`src/hw/rtl/pfp_pkg.sv`:
```
package pfp_pkg;

  localparam logic [7:0] StartByte     = 8'h42;
  localparam int         FrameBytes    = 32;
  localparam int         SummedBytes   = 30;
  localparam int         FrameWords    = 15;
  localparam int         MeasCount     = 12;
  localparam int         MeasFirstByte = 4;

  localparam int PosW = $clog2(FrameBytes);
  localparam int IdxW = 4;

  localparam logic [PosW-1:0] PosLastSummed = PosW'(SummedBytes - 1);
  localparam logic [PosW-1:0] PosCksHigh    = PosW'(SummedBytes);
  localparam logic [PosW-1:0] PosCksLow     = PosW'(FrameBytes - 1);
  localparam logic [PosW-1:0] PosMeasLow    = PosW'(MeasFirstByte + 1);
  localparam logic [PosW-1:0] PosMeasEnd    = PosW'(MeasFirstByte + 2 * MeasCount);
  localparam logic [IdxW-1:0] IdxLast       = IdxW'(MeasCount - 1);

  // byte 2 starts the first frame word; bytes 4..27 hold the measurements
  localparam int FirstWordByte = 2;
  localparam int MeasWordCount = FrameWords - 3;

  typedef logic [15:0] pfp_word_t;
  typedef logic [MeasCount-1:0][15:0] pfp_words_t;

  typedef struct packed {
    logic load;
    logic ok;
  } pfp_load_t;

endpackage

```
`src/hw/rtl/pfp_emitter.sv`:
```
module pfp_emitter
  import pfp_pkg::*;
(
  input  logic                  clk_i,
  input  logic                  rst_ni,
  input  pfp_load_t             load_i,
  input  pfp_words_t            words_i,
  output logic                  busy_o,
  output logic                  out_valid_o,
  input  logic                  out_stall_i,
  output logic [IdxW-1:0]       word_index_o,
  output logic [15:0]           word_value_o,
  output logic                  frame_ok_o,
  output logic                  last_o
);

  logic            valid_q, valid_d;
  logic            ok_q, ok_d;
  logic [IdxW-1:0] idx_q, idx_d;
  pfp_words_t      buf_q;
  logic            out_acc;

  assign out_acc = valid_q && !out_stall_i;

  always_comb begin
    valid_d = valid_q;
    ok_d    = ok_q;
    idx_d   = idx_q;
    if (out_acc) begin
      if (last_o) begin
        valid_d = 1'b0;
      end else begin
        idx_d = idx_q + IdxW'(1);
      end
    end
    if (load_i.load) begin
      valid_d = 1'b1;
      ok_d    = load_i.ok;
      idx_d   = '0;
    end
  end

  always_ff @(posedge clk_i or negedge rst_ni) begin
    if (!rst_ni) begin
      valid_q <= 1'b0;
      ok_q    <= 1'b0;
      idx_q   <= '0;
    end else begin
      valid_q <= valid_d;
      ok_q    <= ok_d;
      idx_q   <= idx_d;
    end
  end

  always_ff @(posedge clk_i) begin
    if (load_i.load) begin
      buf_q <= words_i;
    end
  end

  assign busy_o       = valid_q;
  assign out_valid_o  = valid_q;
  assign frame_ok_o   = ok_q;
  assign word_index_o = ok_q ? idx_q : '0;
  assign word_value_o = ok_q ? buf_q[idx_q] : 16'h0000;
  assign last_o       = !ok_q || (idx_q == IdxLast);

endmodule

```
`src/hw/rtl/particle_sensor_frame_parser.sv`:
```
// Frame parser for a particulate sensor's 32-byte serial frames.
// Input channel: one received byte per item on rx_byte_i, taken when
// in_valid_i is high and in_stall_o is low. Bytes are dropped until a 0x42
// start byte opens a frame; the frame's 30 leading bytes are summed mod 2^16
// and checked against the big-endian checksum in bytes 30 and 31.
// Output channel: on a good frame, twelve items (word_index 0..11 with the
// measurement word, frame_ok high, last on index 11); on a bad checksum one
// item with frame_ok low, last high, index and value zero.
// Throughput: one byte per cycle while in_stall_o is low. The first result
// is valid the cycle after the last frame byte is taken; results drain at one
// per cycle while out_stall_i is low, from a twelve-word output buffer while
// the next frame is already being parsed.
// Stall: out_stall_i holds the current result. Input stalls only on a frame's
// final byte while the previous frame's results are still in the buffer.
// Reset: asynchronous, active low; hunting for a start byte, no result held.
module particle_sensor_frame_parser
  import pfp_pkg::*;
(
  input  logic            clk_i,
  input  logic            rst_ni,
  input  logic            in_valid_i,
  output logic            in_stall_o,
  input  logic [7:0]      rx_byte_i,
  output logic            out_valid_o,
  input  logic            out_stall_i,
  output logic [IdxW-1:0] word_index_o,
  output logic [15:0]     word_value_o,
  output logic            frame_ok_o,
  output logic            last_o
);

  logic            in_frame_q, in_frame_d;
  logic [PosW-1:0] pos_q, pos_d;
  logic [15:0]     sum_q, sum_d;
  logic [7:0]      hold_q;
  logic [7:0]      cks_hi_q;
  pfp_words_t      store_q;

  logic            accept;
  logic            frame_end;
  logic            busy;
  logic            meas_wr;
  logic [PosW-1:0] meas_off;
  logic [IdxW-1:0] meas_k;
  pfp_load_t       load;

  assign frame_end  = in_frame_q && (pos_q == PosCksLow);
  assign in_stall_o = frame_end && busy;
  assign accept     = in_valid_i && !in_stall_o;

  assign meas_wr  = in_frame_q && pos_q[0] && (pos_q >= PosMeasLow) && (pos_q < PosMeasEnd);
  assign meas_off = pos_q - PosMeasLow;
  assign meas_k   = IdxW'(meas_off >> 1);

  always_comb begin
    in_frame_d = in_frame_q;
    pos_d      = pos_q;
    sum_d      = sum_q;
    if (!in_frame_q) begin
      if (rx_byte_i == StartByte) begin
        in_frame_d = 1'b1;
        pos_d      = PosW'(1);
        sum_d      = {8'h00, rx_byte_i};
      end
    end else if (frame_end) begin
      in_frame_d = 1'b0;
      pos_d      = '0;
    end else begin
      pos_d = pos_q + PosW'(1);
      if (pos_q <= PosLastSummed) begin
        sum_d = sum_q + {8'h00, rx_byte_i};
      end
    end
  end

  always_ff @(posedge clk_i or negedge rst_ni) begin
    if (!rst_ni) begin
      in_frame_q <= 1'b0;
      pos_q      <= '0;
      sum_q      <= '0;
      hold_q     <= '0;
      cks_hi_q   <= '0;
    end else if (accept) begin
      in_frame_q <= in_frame_d;
      pos_q      <= pos_d;
      sum_q      <= sum_d;
      if (in_frame_q && !pos_q[0] && (pos_q <= PosLastSummed)) begin
        hold_q <= rx_byte_i;
      end
      if (in_frame_q && (pos_q == PosCksHigh)) begin
        cks_hi_q <= rx_byte_i;
      end
    end
  end

  always_ff @(posedge clk_i) begin
    if (accept && meas_wr) begin
      store_q[meas_k] <= {hold_q, rx_byte_i};
    end
  end

  assign load.load = accept && frame_end;
  assign load.ok   = ({cks_hi_q, rx_byte_i} == sum_q);

  pfp_emitter u_emitter (
    .clk_i        (clk_i),
    .rst_ni       (rst_ni),
    .load_i       (load),
    .words_i      (store_q),
    .busy_o       (busy),
    .out_valid_o  (out_valid_o),
    .out_stall_i  (out_stall_i),
    .word_index_o (word_index_o),
    .word_value_o (word_value_o),
    .frame_ok_o   (frame_ok_o),
    .last_o       (last_o)
  );

endmodule

```
`config.mk`:
```
export PLATFORM = sky130hd
export DESIGN_NAME = particle_sensor_frame_parser
export DESIGN_NICKNAME = d
export VERILOG_FILES = /design/src/hw/rtl/pfp_pkg.sv /design/src/hw/rtl/pfp_emitter.sv /design/src/hw/rtl/particle_sensor_frame_parser.sv
export SDC_FILE = /design/constraint.sdc
export NUM_CORES = 1
export LEC_CHECK = 0
export BUFFER_PORTS_ARGS = -buffer_cell sky130_fd_sc_hd__buf_2
export CORE_MARGIN = 10
export CORE_UTILIZATION = 41
export CTS_CLUSTER_DIAMETER = 50
export DETAILED_ROUTE_END_ITERATION = 6
export PLACE_DENSITY = 0.54
export SYNTH_ARGS = -nofsm -noshare
export SYNTH_HDL_FRONTEND = slang
export SYNTH_HIERARCHICAL = 1
export SYNTH_SLANG_ARGS = --single-unit
export TNS_END_PERCENT = 100
```
`constraint.sdc`:
```
create_clock -name clk_i -period 13.8 [get_ports clk_i]
set_input_delay 2.76 -clock clk_i [delete_from_list [all_inputs] [get_ports clk_i]]
set_output_delay 2.76 -clock clk_i [all_outputs]
set_load 0.005 [all_outputs]
```
==> reports/metrics.cfg <==
[job]
cap_violations = 0

[clock_network]
postCtsResizedCells = 0
clk_pin_slew_worst_paths_ns = 0.06
cts_root_buf = clkbuf_16
cts_tree = built
ctsHtreeMaxLevel = 2
holdBufCountCts = 0
clkLatencyLatePin_ns = 0.58
clkSinkCount = 428
postCtsSetupBuffers = 0
numCtsBuffers = 47
cts_buffer_depth = 3

[floorplanning]
die_x_um = 218
io_pins = 36
coreArea_um2 = 38700
fp.dieH_um = 218
fp.dieArea_um2 = 47600
initial_core_util_pct = 41.5
rows = 72

[min_path]
hold_path.class = reg -> reg

[detailed_routing]
avgViaCountPerCell = 5.21
drc = 0
wl_mm = 32.2
vias = 7693
drt_iter0_drc = 549
wire_per_inst_um = 21.8
drt_pass1_iterations = 5
ant_nets = 0

[timing]
relSlewSlack_pct = 19.3
finClkSkew_ns = 0.0208
fin_crit_sh_pct = 42.9
tightest_slew_ns = 1.21
maxSlewViolCount = 0
fmax_mhz = 169
rsz0062_at_grt = false
final_hold_viol_count = 0
setup_slack_ns = 7.88
finalSetupViolCount = 0
min_period_ns = 5.92
tns_ns = 0

[synth]
async_flop_share_pct = 10.3
synth_area_per_cell_um2 = 18.8
ys_types = 67
syn-num-nets = 881
synth_area_um2 = 16100
synth_top_area_cell = edfxtp_1
yosysWarnings = 6
ys_ff_latch = 428
synth_top_area_share_pct = 71.7
synth-edff-count = 384
synth_ff_type = edfxtp_1
yosysSeqAreaShare_pct = 78.5
synthCells = 854
synthTopCellsByArea = edfxtp_1 72%, dfrtp_1 6.8%, mux4_2 4.3%, mux2_2 3.5%, nand2_1 1.2%

[grt]
global_route.peak_usage_layer = met2
grt_use_met2_pct = 21.9
grt_pass1_vias = 7758
grt_pass1_wl_mm = 49.0
grt_use_met3_pct = 2.84
met1_usage_pct = 18.5
grt_max_degree = 203
grt_remaining_overflow = 0
antenna_found_initial = 0
track_usage_pct = 13.7

[place]
gp_congestion = 0.759
port_buffers = 35
dp_hpwl_mm = 18.0
preCtsSetupSlack_ns = 8.39

[worst_setup_path]
crit_fanout = 47
critPathCaptureType = output pin
crit_arrival_ns = 3.16
cp_data_required_time_ns = 11.04
crit_path_start_kind = flop
path_class = reg -> out

[final_layout]
final_cell_mix = 384 x edfxtp_1, 50 x nand2_1, 50 x mux2_2
layout-drive-gt1-share_pct = 23.5
n_antenna_cell = 0
layout_commonest_cell = edfxtp_1
syn_to_final_growth_pct = 14.2
fin_nets = 946
finish.utilization_pct = 47.4

[status]
status = complete, no violations

[pwr]
combPwrFrac_pct = 5.3
p_seq_share_pct = 53.2
cellPowerDensity_nw_per_um2 = 157
power_mw = 2.88
netSwitchingFraction_pct = 22.3
p_clk_share_pct = 41.4
ir_worst_vdd_mv = 0.0822
switchingPower_mw = 0.643
leakage_nw = 6.04
p_int_mw = 2.24

cells by family after synthesis:
group / Yosys count / synth area share [%]
compound gates: 103 / 4.57
flops: 428 / 78.5
xor+xnor: 14 / 0.762
buf+inv: 53 / 1.77
mux: 87 / 8.32
fa+ha+maj: 15 / 1.21
simple gates: 154 / 4.82
registers in the layout, summed over array words and instances, names as in the netlist:
signal,count
u_emitter/frame_ok_o,1
cks_hi_q,8
store_q,192
pos_q,5
u_emitter/busy_o,1
sum_q,16
hold_q,8
u_emitter/buf_q,192
u_emitter/idx_q,4
in_frame_q,1
Yosys cell counts (3+ instances only):
master and instances:
o221ai_1 3, a211o_1 3, nor2b_1 7, a21o_1 7, mux2_2 50, nor3_1 10
and3_1 6, clkbuf_1 14, nand2b_1 6, xnor2_1 11, mux4_2 31, and2_1 4
buf_6 4, nor3_2 3, o31ai_1 22, nor2_1 34, nand2_1 50, nand3_1 11
inv_1 14, a311o_1 3, nor4_1 6, buf_2 11, edfxtp_1 384, mux2i_1 4
buf_4 4, o21ai_0 8, a21oi_1 8, o22ai_1 16, a31oi_1 4, nand4_1 4
o21ai_1 9, dfrtp_1 44, ha_1 14, xor2_1 3
stage by stage:
stage          area, um2  hold slack [ns]  instances
6_report           18400            0.411       1476
3_3_place_gp       16900            0.400       1388
4_1_cts            18400            0.400       1476
2_1_floorplan      16100            0.400        854
5_1_grt            18400            0.408       1476
3_5_place_dp       16900            0.405       1388
power by group through the flow:
stage               clock [mW]  combinational, mW  sequential (mW)
finish                    1.20              0.154             1.53
detailed placement           0              0.153             1.56
global placement             0              0.149             1.56
CTS                       1.23              0.154             1.54
global route              1.28              0.174             1.55
floorplan                    0              0.128             1.53
area by class of cell:
type	instances	area, um2
tap	518	648
fill	3304	20400
inverter	16	60.1
multi-input combinational	373	3210
timing repair buffer	53	323
clock buffer	62	1260
clock inverter	26	226
sequential	428	12600
worst paths after layout:
check,endpoint,slack (ns),from,depth (start not counted)
worst max register to register,store_q[137]$_DFFE_PP_,10.46,pos_q[0]$_DFFE_PN0P_,9
min in group asynchronous,sum_q[3]$_DFFE_PN0P_,2.30,rst_ni,2
worst min register to register,u_emitter/buf_q[52]$_DFFE_PP_,0.41,store_q[52]$_DFFE_PP_,0
worst max-delay path,word_value_o[5],7.88,u_emitter/idx_q[0]$_DFFE_PN0P_,5
max in group asynchronous,u_emitter/idx_q[0]$_DFFE_PN0P_,11.00,rst_ni,2
worst min-delay path,u_emitter/buf_q[52]$_DFFE_PP_,0.41,store_q[52]$_DFFE_PP_,0
worst max-delay path, stage by stage, from the launching register on:
cell and delay (ns):
dfrtp_4 0.66, buf_4 0.76, mux4_2 0.36, nor2_1 0.04, o31ai_1 0.52, buf_2 0.22
layer usage:
layer	share of wire, %	routed length, um
met5	0	0
met2	48	15500
met3	5.3	1700
met4	2.1	672
met1	44	14300
Note: power is estimated with default switching activity, not from simulation.
